<file path="src/hw/rtl/sust_pkg.sv">
package sust_pkg;

    // Defaults for the top-level parameters
    localparam int CAPACITY_DEF    = 64;
    localparam int VALUE_WIDTH_DEF = 32;

    // Fixed port widths
    localparam int MODE_W     = 2;
    localparam int IN_VALUE_W = 32;
    localparam int RIDX_W     = 6;
    localparam int IDX_W      = 7;
    localparam int STATUS_W   = 2;

    typedef enum logic [MODE_W-1:0] {
        MODE_INSERT = 2'd0,
        MODE_SEARCH = 2'd1,
        MODE_DELETE = 2'd2,
        MODE_READ   = 2'd3
    } t_mode;

    typedef enum logic [STATUS_W-1:0] {
        ST_DONE      = 2'd0,
        ST_NOT_FOUND = 2'd1,
        ST_FULL      = 2'd2,
        ST_BAD_INDEX = 2'd3
    } t_status;

    // Reply index for "absent": all ones, i.e. -1
    localparam logic [IDX_W-1:0] NO_INDEX = '1;

    // Row-wide shift commands, broadcast to every cell
    typedef struct packed {
        logic insert_go;
        logic delete_go;
    } t_cell_ctrl;

endpackage

</file>
<file path="src/hw/rtl/sust_cell.sv">
module sust_cell import sust_pkg::*; #(
    parameter int INDEX       = 0,
    parameter int VALUE_WIDTH = VALUE_WIDTH_DEF,
    parameter int CNT_W       = 7
) (
    input  logic                   i_clk,
    input  logic                   i_capture,
    input  logic [VALUE_WIDTH-1:0] i_probe_value,
    input  logic [CNT_W-1:0]       i_count,
    input  logic [RIDX_W-1:0]      i_read_index,
    input  t_cell_ctrl             i_ctrl,
    input  logic [VALUE_WIDTH-1:0] i_ins_value,
    input  logic [VALUE_WIDTH-1:0] i_left_value,
    input  logic [VALUE_WIDTH-1:0] i_right_value,
    input  logic                   i_left_lt,
    output logic [VALUE_WIDTH-1:0] o_value,
    output logic                   o_lt,
    output logic                   o_eq,
    output logic                   o_sel
);

    localparam logic [VALUE_WIDTH-1:0] SIGN = {1'b1, {(VALUE_WIDTH-1){1'b0}}};
    localparam bit IN_READ_RANGE = (INDEX < (1 << RIDX_W));

    logic [VALUE_WIDTH-1:0] r_value;
    logic                   r_lt;
    logic                   r_eq;
    logic                   r_sel;
    logic                   w_valid;
    logic [VALUE_WIDTH-1:0] w_key_own;
    logic [VALUE_WIDTH-1:0] w_key_probe;

    assign w_valid     = (CNT_W'(INDEX) < i_count);
    // sign flip: unsigned compare of keys gives signed order
    assign w_key_own   = r_value ^ SIGN;
    assign w_key_probe = i_probe_value ^ SIGN;

    always_ff @(posedge i_clk) begin
        if (i_capture) begin
            r_lt  <= w_valid && (w_key_own < w_key_probe);
            r_eq  <= w_valid && (w_key_own == w_key_probe);
            r_sel <= IN_READ_RANGE && w_valid && (i_read_index == RIDX_W'(INDEX));
        end
        // cells at or above the insertion point move
        if (i_ctrl.insert_go && !r_lt) begin
            r_value <= i_left_lt ? i_ins_value : i_left_value;
        end else if (i_ctrl.delete_go && !r_lt) begin
            r_value <= i_right_value;
        end
    end

    assign o_value = r_value;
    assign o_lt    = r_lt;
    assign o_eq    = r_eq;
    assign o_sel   = r_sel;

endmodule

</file>
<file path="config.mk">
export PLATFORM = sky130hd
export DESIGN_NAME = sust_cell
export DESIGN_NICKNAME = d
export VERILOG_FILES = /design/src/hw/rtl/sust_pkg.sv /design/src/hw/rtl/sust_cell.sv
export SDC_FILE = /design/constraint.sdc
export NUM_CORES = 1
export LEC_CHECK = 0
export BUFFER_PORTS_ARGS = -buffer_cell sky130_fd_sc_hd__buf_2
export CAP_MARGIN = 30
export CORE_MARGIN = 2
export CORE_UTILIZATION = 42
export DETAILED_ROUTE_END_ITERATION = 12
export GPL_TIMING_DRIVEN = 0
export PLACE_DENSITY = 0.79
export SYNTH_ARGS = -nofsm -noshare
export SYNTH_HDL_FRONTEND = slang
export SYNTH_SLANG_ARGS = --single-unit
export TNS_END_PERCENT = 20
</file>
<file path="constraint.sdc">
create_clock -name i_clk -period 2.4 [get_ports i_clk]
set_input_delay 0.24 -clock i_clk [delete_from_list [all_inputs] [get_ports i_clk]]
set_output_delay 0.24 -clock i_clk [all_outputs]
set_load 0.005 [all_outputs]
</file>
After elaboration in Yosys (flattened, before gate mapping):

Cells that the tools add are included.

* output and inout port bits: 35
* flip-flop bits (word level): 35
* bits in latches: 0
* word-level logic and storage cells: 20
* input bits: 146
* memories kept: 0
* ROM bits: 0
* bits in writable memories: 0

* reduce and logical (&&, ||, !) cells: 8
* order comparisons: 2
* div/mod/pow operators: 0
* muxes and demuxes: 3
* multipliers: 0
* eq/ne operators: 1
* add/subtract/negate cells: 0
* bitwise logic cells: 2
* shifts and indexed selects: 0

Operators with widths (count)
* 32-bit 2-to-1 mux: 3
* 32-bit equality test: 1
* 32-bit < comparator: 1
* 1-bit by 7-bit < comparator with 1-bit output, first input constant: 1
* 6-bit logical NOT: 1
* 1-bit logical AND: 5
* 1-bit inverter: 2
* 2-bit nonzero test: 1
* 1-bit logical NOT: 1

Logic depth before layout (Yosys ltp):

Gate-level depths: netlist of the first run.

* depth after elaboration: 4
* gate-level depth with buffers: 7
* gate-level depth less buffers: 7

Least setup slack after synthesis of the first run:

Ideal clock, no wire load.

* path type: reg2reg
* start point: register r_lt, in the netlist o_lt
* end point: register r_value[0], in the netlist o_value[0], enable pin
* path buffers: 0
* arrival time: 1793 ps
* library setup time: 422 ps
* required time: 1978 ps
* path slack: 185 ps
* cell stages (with the launch flop): 2
* period minus slack after synthesis: 2215 ps
* cells stage by stage: edfxtp_1 nor2_1

* longest elaborated chain between the ends: 3
* elaborated cells on any way between the ends: 4
* classes of those cells: reduce/logical (4)

RTL lines
* start, declared: RTL line sust_cell.sv:26 `logic r_lt;`
* start signal, assigned: RTL line sust_cell.sv:40 `r_lt <= w_valid && (w_key_own < w_key_probe);`
* 1-bit logical NOT (*): RTL line sust_cell.sv:45, sust_cell.sv:47
* 1-bit logical AND, on equally long branches: RTL line sust_cell.sv:45, sust_cell.sv:47
* 2-bit nonzero test (no source line) (*)
* end signal, assigned: RTL line sust_cell.sv:46 `r_value <= i_left_lt ? i_ins_value : i_left_value;`
* end signal, assigned: RTL line sust_cell.sv:48 `r_value <= i_right_value;`
* end, declared: RTL line sust_cell.sv:25 `logic [VALUE_WIDTH-1:0] r_value;`

Every way passes the cells marked *; elsewhere a longest branch is shown, timed or not.
A chain may end at the register's enable or synchronous reset.

Worst setup path in the final report of the first run:

* start point: register r_value[30], in the netlist o_value[30]
* end point: register r_lt, in the netlist o_lt (data pin)

* longest elaborated chain between the ends: 2

RTL lines (RTL line)
* 32-bit < comparator: sust_cell.sv:40
* 1-bit logical AND: sust_cell.sv:40

No other way between the ends.

==> run_summary.xml, run 1 <==
<?xml version="1.0" encoding="UTF-8"?>
<metrics>
  <group name="pwr">
    <metric name="p_int" unit="µW">1198</metric>
    <metric name="sequentialPowerShare" unit="">0.465</metric>
    <metric name="pwr-share-comb" unit="">0.291</metric>
    <metric name="clockPowerShare" unit="">0.244</metric>
    <metric name="power.net_switching" unit="µW">490.6</metric>
    <metric name="cellPowerDensity" unit="nW/µm²">461.7</metric>
    <metric name="switching_share" unit="">0.2904</metric>
    <metric name="vdd_drop_max" unit="µV">336.2</metric>
    <metric name="power.leakage" unit="µW">0.001967</metric>
  </group>
  <group name="worst_setup_path">
    <metric name="worstPathRequired" unit="ps">2430</metric>
    <metric name="critPathLaunchType" unit="">register</metric>
    <metric name="setup.worst_path.end_class" unit="">register</metric>
    <metric name="worst_ep_arrival_time" unit="ps">2060</metric>
    <metric name="highest_net_fanout_along_the_worst_path" unit="">4</metric>
    <metric name="startpoint_to_endpoint_class_of_the_critical_path" unit="">register to register</metric>
  </group>
  <group name="sta">
    <metric name="slew_limit_fails" unit="">0</metric>
    <metric name="finalWorstPathRequiredPeriod" unit="ps">2035</metric>
    <metric name="min_period_over_period" unit="">0.8481</metric>
    <metric name="max-slew-margin-rel" unit="">0.3454</metric>
    <metric name="finalSetupViolations" unit="">0</metric>
    <metric name="timing.clock.skew" unit="ps">6.238</metric>
    <metric name="final_layout_setup_total_negative_slack" unit="ps">0</metric>
    <metric name="max_slew.worst_pin.slew" unit="ps">979.6</metric>
    <metric name="grt_setup_unrepaired" unit="">false</metric>
    <metric name="timing_hold_violations_final" unit="">0</metric>
    <metric name="max_freq" unit="MHz">491.3</metric>
  </group>
  <group name="drt">
    <metric name="wire_per_inst" unit="µm">14.47</metric>
    <metric name="via_per_inst" unit="">5.021</metric>
    <metric name="vias" unit="">2626</metric>
    <metric name="drt_pass1_iterations" unit="">4</metric>
    <metric name="initialDrtViolationCount" unit="">125</metric>
    <metric name="drt_wl_total" unit="µm">7568</metric>
    <metric name="antenna_violating_nets_post_route" unit="">0</metric>
    <metric name="post_detailed_route_drc_marker_count" unit="">0</metric>
  </group>
  <group name="synthesis">
    <metric name="ys_warn_count" unit="">0</metric>
    <metric name="yosysSeqAreaShare" unit="">0.4074</metric>
    <metric name="avgSynthCellArea" unit="µm²">9.885</metric>
    <metric name="synth_seq_cells" unit="">35</metric>
    <metric name="synth.cell_area" unit="µm²">2580</metric>
    <metric name="synthTopCellsByArea" unit="">edfxtp_1 (41%), ha_1 (16%), mux2i_1 (12%)</metric>
    <metric name="synth_top_cell_area_share" unit="">0.4074</metric>
    <metric name="yosysTopAreaCell" unit="">edfxtp_1</metric>
    <metric name="netlist-cell-type-count" unit="">27</metric>
    <metric name="synth_fp_nets" unit="">439</metric>
    <metric name="syn_inst" unit="">261</metric>
  </group>
  <group name="floorplan">
    <metric name="die-area" unit="µm²">6786</metric>
    <metric name="die_y" unit="µm">82.38</metric>
    <metric name="num_io_pins" unit="">181</metric>
    <metric name="initial_utilization" unit="">0.4358</metric>
    <metric name="floorplan.die.width" unit="µm">82.38</metric>
    <metric name="core" unit="µm²">5921</metric>
    <metric name="rows" unit="">28</metric>
  </group>
  <group name="grt">
    <metric name="global_route.usage.total" unit="">0.2272</metric>
    <metric name="grt_pass1_vias" unit="">2682</metric>
    <metric name="antenna_violations_before_repair" unit="">0</metric>
    <metric name="wire_length_of_the_first_global_routing_pass" unit="µm">11570</metric>
    <metric name="grt.overflow.total" unit="">0</metric>
    <metric name="grt_start_max_net_pins" unit="">33</metric>
  </group>
  <group name="placed_design">
    <metric name="post_dp_cell_area" unit="µm²">3577</metric>
    <metric name="port-buffer-count" unit="">179</metric>
    <metric name="gp_routability_congestion" unit="">0.9196</metric>
    <metric name="dp_hpwl" unit="µm">6374</metric>
  </group>
  <group name="clocking">
    <metric name="clk_latency" unit="ps">280</metric>
    <metric name="post_cts.repair.setup_buffers" unit="">0</metric>
    <metric name="cts_tree" unit="">done</metric>
    <metric name="cts.clk_slew.worst_paths" unit="ps">70</metric>
    <metric name="maximum_clock_path_buffer_count" unit="">2</metric>
    <metric name="postCtsHoldBufs" unit="">0</metric>
    <metric name="cts_inserted_buffers" unit="">5</metric>
    <metric name="cts-resized-gates" unit="">0</metric>
    <metric name="cts.sink_count" unit="">35</metric>
    <metric name="clockRootBuffer" unit="">clkbuf_8</metric>
    <metric name="cts_max_level" unit="">2</metric>
  </group>
  <group name="layout">
    <metric name="postLayoutCellArea" unit="µm²">3659</metric>
    <metric name="nets" unit="">625</metric>
    <metric name="drive_above_1_share" unit="">0.4375</metric>
    <metric name="total_inserted_antenna_cells" unit="">0</metric>
    <metric name="flow.area_growth_from_synthesis" unit="%">41.80</metric>
  </group>
  <group name="job">
    <metric name="drv.max_cap_violation_count" unit="">0</metric>
  </group>
  <group name="hold_path">
    <metric name="min-delay-path-class" unit="">input port to register</metric>
  </group>
  <group name="outcome">
    <metric name="result_of_the_run" unit="">complete, no violations</metric>
  </group>
</metrics>
[cell families (layout without fill, tap and decap cells)]
logic type / Yosys count / after routing / synth area share
fa+ha+maj: 32 / 32 / 0.1552
buf+inv: 43 / 230 / 0.06402
compound gates: 56 / 56 / 0.1198
mux: 32 / 32 / 0.1242
simple gates: 63 / 63 / 0.1295
flops: 35 / 35 / 0.4074
[worst max-delay path, cell delays in order, from the launching register on]
cell and delay (ps):
edfxtp_1 410, ha_1 350, nand4_2 170, nor4_2 390, nand2_1 160, a21oi_1 230
nor4_2 80
[layout make-up]
type,instances,area (µm²)
Tap cell,75,93.84
Multi-Input combinational cell,183,1371
Timing Repair Buffer,179,895.9
Sequential cell,35,1051
Clock buffer,7,76.32
Clock inverter,1,5.005
Inverter,32,120.1
Buffer,11,45.04
Fill cell,530,2262
[metrics by stage]
stage / hold slack (ps) / total power [µW] / instances / utilization / worst slack, ps
2_1_floorplan: 352.5 / 1044 / 261 / - / 185.2
6_report: 205.1 / 1689 / 523 / 0.6179 / 364.6
3_5_place_dp: 498.1 / 1292 / 515 / 0.6042 / 348.1
3_3_place_gp: 497.6 / 1267 / 515 / 0.6029 / -418.0
5_1_grt: 194.4 / 1806 / 523 / 0.6179 / 231.8
4_1_cts: 201.1 / 1701 / 523 / 0.6179 / 318.1
[flip-flops by register name, summed over array words and instances, names as in the netlist]
| signal | count |
|---|---|
| o_value | 32 |
| o_eq | 1 |
| o_sel | 1 |
| o_lt | 1 |
[worst paths after layout]
path                 endpoint  depth (start not counted)   startpoint  slack (ps)
hold / removal           o_eq                          1    i_capture         210
setup reg to reg         o_lt                          6  o_value[30]         360
setup / recovery         o_lt                          6  o_value[30]         360
hold reg to reg   o_value[27]                          1         o_lt         850
[routing by layer]
layer	global-route usage	part of all wire
met1	0.2371	0.37
met2	0.4403	0.52
met3	0.04348	0.081
met4	0.09000	0.023
met5	0	0
[power by group through the flow]
stage	clock, µW	combinational [µW]	sequential, µW
after detailed placement	0	493	799
after floorplan	0	243	800
final	412	492	785
after global routing	452	562	792
after CTS	419	495	786
after global placement	0	470	797
[cell usage in the layout (no fill, tap or decap), types with 3 or more instances in the layout]
master,netlist,routed
nand2_1,36,36
nand4_1,6,6
inv_1,32,32
nor2_1,4,3
buf_2,3,182
o21ai_0,32,32
clkbuf_1,8,10
a21o_1,4,4
edfxtp_1,35,35
clkbuf_8,0,5
nand3_1,5,5
mux2i_1,32,32
a21oi_1,14,14
ha_1,32,32
[synth_stat cells (all sizes together)]
library cell / instances
mux2i: 32
o21ai: 33
buf: 3
o211ai: 1
clkbuf: 8
nand4: 8
a2111oi: 1
ha: 32
a21boi: 1
a21oi: 14
nor2: 4
nor2b: 2
a21o: 4
nor4: 5
inv: 32
o41ai: 1
o31a: 1
or4: 2
nand2: 36
edfxtp: 35
nand3: 5
nand2b: 1
(Power assumes the default switching activity.)
==> run 2: changes to the inputs <==
Settings changed: CORE_UTILIZATION 42 to 38, PLACE_DENSITY 0.79 to 0.75.
Clock period 2.4 ns to 1.7 ns, I/O delays scaled along.
==> run 2 against run 1 <==
The flow now finishes with violations (setup timing). Count of clock-buffer cells in the layout down 1. First-iteration DRC count rose by 10%. Flip-flop and latch count did not move. Sequential power rose by 41%. Hold slack lost 70 ps. Core utilization is 4.2 points lower. Critical endpoint unchanged.
==> run_summary.xml, run 2 (same netlist as run 1, synthesis figures left out) <==
<?xml version="1.0" encoding="UTF-8"?>
<metrics>
  <group name="layout">
    <metric name="postLayoutCellArea" unit="µm²">3846</metric>
    <metric name="final_core_utilization" unit="">0.5757</metric>
    <metric name="commonest_cells_after_routing_fill_and_taps_aside" unit="">buf_2 (182), nand2_1 (35), edfxtp_1 (35)</metric>
    <metric name="total_inserted_antenna_cells" unit="">0</metric>
    <metric name="mostFrequentLayoutCell" unit="">buf_2</metric>
    <metric name="largest_register_ffs" unit="">32</metric>
    <metric name="layout.cells.non_filler" unit="">533</metric>
    <metric name="flow.area_growth_from_synthesis" unit="%">49.08</metric>
    <metric name="nets" unit="">630</metric>
    <metric name="drive_above_1_share" unit="">0.4746</metric>
  </group>
  <group name="worst_setup_path">
    <metric name="r2r.worst_path.cells" unit="">6</metric>
    <metric name="crit-reg2reg-capture" unit="">o_lt</metric>
    <metric name="highest_net_fanout_along_the_worst_path" unit="">4</metric>
    <metric name="critPathLaunchType" unit="">register</metric>
    <metric name="worst_ep_arrival_time" unit="ps">1910</metric>
    <metric name="startpoint_to_endpoint_class_of_the_critical_path" unit="">register to register</metric>
    <metric name="worstPathRequired" unit="ps">1730</metric>
    <metric name="setup.worst_path.end_class" unit="">register</metric>
    <metric name="reg2reg_slack" unit="ps">-180</metric>
    <metric name="worst_r2r_startpoint" unit="">o_value[30]</metric>
  </group>
  <group name="sta">
    <metric name="max_slew.worst_pin.slew" unit="ps">946.7</metric>
    <metric name="post-route-worst-setup-slack" unit="ps">-180.8</metric>
    <metric name="finalSetupViolations" unit="">2</metric>
    <metric name="max_freq" unit="MHz">531.7</metric>
    <metric name="finalWorstPathRequiredPeriod" unit="ps">1881</metric>
    <metric name="max-slew-margin-rel" unit="">0.3673</metric>
    <metric name="slew_limit_fails" unit="">0</metric>
    <metric name="timing.clock.skew" unit="ps">2.527</metric>
    <metric name="min_period_over_period" unit="">1.106</metric>
    <metric name="final_layout_setup_total_negative_slack" unit="ps">-204.9</metric>
    <metric name="grt_setup_unrepaired" unit="">true</metric>
    <metric name="timing_hold_violations_final" unit="">0</metric>
  </group>
  <group name="grt">
    <metric name="grtUsageMet2" unit="">0.3573</metric>
    <metric name="grt_start_max_net_pins" unit="">33</metric>
    <metric name="wire_length_of_the_first_global_routing_pass" unit="µm">11580</metric>
    <metric name="grt.overflow.total" unit="">0</metric>
    <metric name="use_met1" unit="">0.2367</metric>
    <metric name="global_route.usage.total" unit="">0.1991</metric>
    <metric name="antenna_violations_before_repair" unit="">0</metric>
    <metric name="use_met3" unit="">0.03905</metric>
    <metric name="grt_pass1_vias" unit="">2573</metric>
    <metric name="top_usage_layer" unit="">met2</metric>
  </group>
  <group name="clocking">
    <metric name="cts_max_level" unit="">2</metric>
    <metric name="maximum_clock_path_buffer_count" unit="">2</metric>
    <metric name="cts.clk_slew.worst_paths" unit="ps">70</metric>
    <metric name="clockRootBuffer" unit="">clkbuf_8</metric>
    <metric name="clk_latency" unit="ps">280</metric>
    <metric name="cts_tree" unit="">done</metric>
    <metric name="cts.sink_count" unit="">35</metric>
    <metric name="cts_inserted_buffers" unit="">5</metric>
  </group>
  <group name="placed_design">
    <metric name="place.detailed.instances" unit="">520</metric>
    <metric name="dp_hpwl" unit="µm">6159</metric>
    <metric name="port-buffer-count" unit="">179</metric>
    <metric name="gp_routability_congestion" unit="">0.8204</metric>
    <metric name="post_dp_cell_area" unit="µm²">3583</metric>
  </group>
  <group name="drt">
    <metric name="drt_pass1_iterations" unit="">4</metric>
    <metric name="wire_per_inst" unit="µm">14.29</metric>
    <metric name="antenna_violating_nets_post_route" unit="">0</metric>
    <metric name="post_detailed_route_drc_marker_count" unit="">0</metric>
    <metric name="drt_wl_total" unit="µm">7617</metric>
    <metric name="vias" unit="">2626</metric>
    <metric name="via_per_inst" unit="">4.927</metric>
    <metric name="initialDrtViolationCount" unit="">138</metric>
  </group>
  <group name="pwr">
    <metric name="power.leakage" unit="µW">0.002014</metric>
    <metric name="cellPowerDensity" unit="nW/µm²">641.0</metric>
    <metric name="vdd_drop_max" unit="µV">283.1</metric>
  </group>
  <group name="floorplan">
    <metric name="die-area" unit="µm²">7464</metric>
    <metric name="die_y" unit="µm">86.40</metric>
    <metric name="core" unit="µm²">6681</metric>
    <metric name="num_io_pins" unit="">181</metric>
    <metric name="rows" unit="">30</metric>
    <metric name="initial_utilization" unit="">0.3861</metric>
    <metric name="floorplan.die.width" unit="µm">86.40</metric>
  </group>
  <group name="outcome">
    <metric name="result_of_the_run" unit="">finished, violations left</metric>
    <metric name="failed_checks" unit="">setup timing</metric>
  </group>
  <group name="hold_path">
    <metric name="timing.hold.worst_path_depth" unit="">1</metric>
    <metric name="min-delay-path-class" unit="">input port to register</metric>
    <metric name="hold_path_startpoint" unit="">i_capture</metric>
    <metric name="holdPathEnd" unit="">o_eq</metric>
  </group>
  <group name="job">
    <metric name="drv.max_cap_violation_count" unit="">0</metric>
  </group>
</metrics>
run 2: timing repair:
item,CTS,global route
pin swaps,7,7
resized for setup,7,12
hold buffers,0,0
setup buffers,2,4
setup endpoints to repair,32,34
run 2: power by group:
part	internal [µW]	leakage (µW)	total, µW	switching, µW
Sequential	1060	0.000337	1110	49.3
Combinational	385	0.00164	766	381
Clock	280	0.0000403	586	306
Total	1730	0.00201	2470	736
run 2: final cells by class:
cell class	instances	area [µm²]
fillers	598	2835
repair buffers	185	940.9
flip-flops and latches	35	1051
multi-input cells	183	1511
well taps	80	100.1
inverters	32	120.1
clock buffers	6	72.57
plain buffers	10	42.54
clock inverters	2	7.507
run 2: critical path: stages (launching register included):
cell and delay [ps]:
edfxtp_1 440, ha_4 320, nand4_4 140, nor4_4 380, buf_4 170, o31a_4 130
nor4_2 40
run 2: how the worst max path moves through the flow:
stage                startpoint    to  slack [ps]  depth (start not counted)
floorplan           o_value[30]  o_lt         -20                          6
global placement    o_value[30]  o_lt        -390                          6
detailed placement  o_value[30]  o_lt        -370                          6
CTS                 o_value[17]  o_lt        -220                          6
global route        o_value[30]  o_lt        -250                          6
finish              o_value[30]  o_lt        -180                          6
run 2: per-layer routing:
layer / part of all wire / vias up / wire [µm]
li1: - / 1324 / -
met1: 0.41 / 1182 / 3149
met2: 0.51 / 108 / 3908
met3: 0.057 / 12 / 437
met4: 0.016 / 0 / 122
met5: 0 / - / 0
run 2: per-stage QoR:
step | total power [µW] | hold WS (ps) | worst slack (ps)
after floorplan | 1473 | 282.5 | -23.58
after global routing | 2623 | 123.7 | -254.7
final | 2465 | 135.2 | -180.8
after CTS | 2424 | 133.3 | -224.1
after detailed placement | 1820 | 434.2 | -370.5
after global placement | 1792 | 422.2 | -387.6
==> run 3: changes to the inputs <==
Settings changed: MAX_ROUTING_LAYER set to met4.
==> run 3 against run 2 <==
The run still ends with setup timing left. Critical path type unchanged. Via count unchanged. Total power up 0.19%. Flip-flop and latch count unchanged. Sequential share of layout area unchanged. Die area unchanged. Register-to-register slack about the same. Fmax down 0.15%. Final area unchanged. Sequential power about the same. Clock skew about the same. Count of clock-buffer cells in the layout unchanged. Critical endpoint unchanged. Critical path depth unchanged.
==> run_summary.xml, run 3 (same netlist as run 1, synthesis figures left out) <==
<?xml version="1.0" encoding="UTF-8"?>
<metrics>
  <group name="clocking">
    <metric name="clockRootBuffer" unit="">clkbuf_8</metric>
    <metric name="cts_max_level" unit="">2</metric>
    <metric name="postCtsHoldBufs" unit="">0</metric>
    <metric name="clk_latency" unit="ps">290</metric>
    <metric name="maximum_clock_path_buffer_count" unit="">2</metric>
    <metric name="cts.clk_slew.worst_paths" unit="ps">70</metric>
    <metric name="cts_inserted_buffers" unit="">5</metric>
    <metric name="cts.sink_count" unit="">35</metric>
    <metric name="cts_tree" unit="">done</metric>
  </group>
  <group name="sta">
    <metric name="grt_setup_unrepaired" unit="">true</metric>
    <metric name="fin_hold_ws" unit="ps">127.8</metric>
    <metric name="max-slew-margin-rel" unit="">0.3679</metric>
    <metric name="finalWorstPathRequiredPeriod" unit="ps">1884</metric>
    <metric name="max_freq" unit="MHz">530.9</metric>
    <metric name="timing_hold_violations_final" unit="">0</metric>
    <metric name="max_slew.worst_pin.slew" unit="ps">946.0</metric>
    <metric name="post-route-worst-setup-slack" unit="ps">-183.6</metric>
    <metric name="timing.clock.skew" unit="ps">2.755</metric>
    <metric name="finalSetupViolations" unit="">2</metric>
    <metric name="min_period_over_period" unit="">1.108</metric>
    <metric name="slew_limit_fails" unit="">0</metric>
  </group>
  <group name="outcome">
    <metric name="result_of_the_run" unit="">finished, violations left</metric>
    <metric name="failed_checks" unit="">setup timing</metric>
  </group>
  <group name="worst_setup_path">
    <metric name="highest_net_fanout_along_the_worst_path" unit="">4</metric>
    <metric name="cp-startpoint" unit="">o_value[30]</metric>
    <metric name="critPathLaunchType" unit="">register</metric>
    <metric name="worstPathRequired" unit="ps">1740</metric>
    <metric name="startpoint_to_endpoint_class_of_the_critical_path" unit="">register to register</metric>
    <metric name="worst_ep_arrival_time" unit="ps">1920</metric>
    <metric name="worst_r2r_startpoint" unit="">o_value[30]</metric>
    <metric name="setup.worst_path.end_class" unit="">register</metric>
  </group>
  <group name="drt">
    <metric name="drt_wl_total" unit="µm">7643</metric>
    <metric name="wire_per_inst" unit="µm">14.34</metric>
    <metric name="vias" unit="">2626</metric>
    <metric name="via_per_inst" unit="">4.927</metric>
    <metric name="antenna_violating_nets_post_route" unit="">0</metric>
    <metric name="post_detailed_route_drc_marker_count" unit="">0</metric>
    <metric name="drt_pass1_iterations" unit="">4</metric>
    <metric name="initialDrtViolationCount" unit="">115</metric>
  </group>
  <group name="pwr">
    <metric name="cellPowerDensity" unit="nW/µm²">642.2</metric>
    <metric name="vdd_drop_max" unit="µV">282.6</metric>
    <metric name="power.leakage" unit="µW">0.002014</metric>
    <metric name="switching_share" unit="">0.3001</metric>
    <metric name="clockPowerShare" unit="">0.239</metric>
    <metric name="pwr-share-comb" unit="">0.310</metric>
    <metric name="sequentialPowerShare" unit="">0.451</metric>
    <metric name="p_int" unit="µW">1729</metric>
    <metric name="power.net_switching" unit="µW">741.3</metric>
  </group>
  <group name="placed_design">
    <metric name="port-buffer-count" unit="">179</metric>
    <metric name="place.detailed.instances" unit="">520</metric>
    <metric name="dp_hpwl" unit="µm">6159</metric>
    <metric name="post_dp_cell_area" unit="µm²">3583</metric>
    <metric name="detailedPlace.worstSlack" unit="ps">-370.5</metric>
    <metric name="gp_routability_congestion" unit="">0.8327</metric>
  </group>
  <group name="grt">
    <metric name="antenna_violations_before_repair" unit="">0</metric>
    <metric name="grt_start_max_net_pins" unit="">33</metric>
    <metric name="global_route.usage.total" unit="">0.2058</metric>
    <metric name="wire_length_of_the_first_global_routing_pass" unit="µm">11640</metric>
    <metric name="grt.overflow.total" unit="">0</metric>
    <metric name="grt_pass1_vias" unit="">2562</metric>
  </group>
  <group name="layout">
    <metric name="largest_register_ffs" unit="">32</metric>
    <metric name="mostFrequentLayoutCell" unit="">buf_2</metric>
    <metric name="flow.area_growth_from_synthesis" unit="%">49.08</metric>
    <metric name="drive_above_1_share" unit="">0.4746</metric>
    <metric name="total_inserted_antenna_cells" unit="">0</metric>
    <metric name="nets" unit="">630</metric>
    <metric name="postLayoutCellArea" unit="µm²">3846</metric>
    <metric name="commonest_cells_after_routing_fill_and_taps_aside" unit="">buf_2 (182), nand2_1 (35), edfxtp_1 (35)</metric>
    <metric name="layout.cells.non_filler" unit="">533</metric>
  </group>
  <group name="floorplan">
    <metric name="num_io_pins" unit="">181</metric>
    <metric name="initial_utilization" unit="">0.3861</metric>
    <metric name="die_y" unit="µm">86.40</metric>
    <metric name="die-area" unit="µm²">7464</metric>
    <metric name="floorplan.die.width" unit="µm">86.40</metric>
    <metric name="core" unit="µm²">6681</metric>
    <metric name="rows" unit="">30</metric>
  </group>
  <group name="hold_path">
    <metric name="min-delay-path-class" unit="">input port to register</metric>
    <metric name="hold_path_startpoint" unit="">i_capture</metric>
  </group>
  <group name="job">
    <metric name="drv.max_cap_violation_count" unit="">0</metric>
  </group>
</metrics>
run 3: repair_timing:
action,CTS,global route
resized for setup,7,12
pin swaps,7,7
buffers inserted,2,4
endpoints found under the setup margin,32,34
run 3: final cells by class:
class,instances,area [µm²]
Fill cell,598,2835
Multi-Input combinational cell,183,1511
Sequential cell,35,1051
Timing Repair Buffer,185,940.9
Inverter,32,120.1
Tap cell,80,100.1
Clock buffer,6,72.57
Buffer,10,42.54
Clock inverter,2,7.507
run 3: power by group through the flow:
| stage | clock network, µW | registers [µW] | logic, µW |
|---|---|---|---|
| 6_report | 591 | 1110 | 765 |
| 5_1_grt | 628 | 1120 | 864 |
| 4_1_cts | 597 | 1110 | 716 |
| 3_5_place_dp | 0 | 1130 | 692 |
| 3_3_place_gp | 0 | 1120 | 668 |
| 2_1_floorplan | 0 | 1130 | 344 |
run 3: worst paths after layout:
kind	slack [ps]	cells past startpoint	to
worst max-delay path	-180	6	o_lt
worst min-delay path	130	1	o_sel
worst max register to register	-180	6	o_lt
worst min register to register	820	1	o_value[28]
run 3: through the flow:
stage	setup TNS [ps]	total power (µW)	utilization
floorplan	-23.58	1473	-
global placement	-12430	1792	0.5356
detailed placement	-1896	1820	0.5363
CTS	-283.6	2424	0.5575
global route	-426.2	2615	0.5757
finish	-211.2	2470	0.5757
run 3: per-layer routing:
metal  track usage  wire (µm)  vias to the layer above
li1              -          -                     1324
met1        0.2422       3146                     1188
met2        0.3615       3958                      105
met3       0.02762        426                        9
met4       0.06960        113                        0
met5             -          0                        -
run 3: critical path: stages (launching register included):
cell and delay, ps:
edfxtp_1 440, ha_4 320, nand4_4 140, nor4_4 380
buf_4 170, o31a_4 130, nor4_2 40
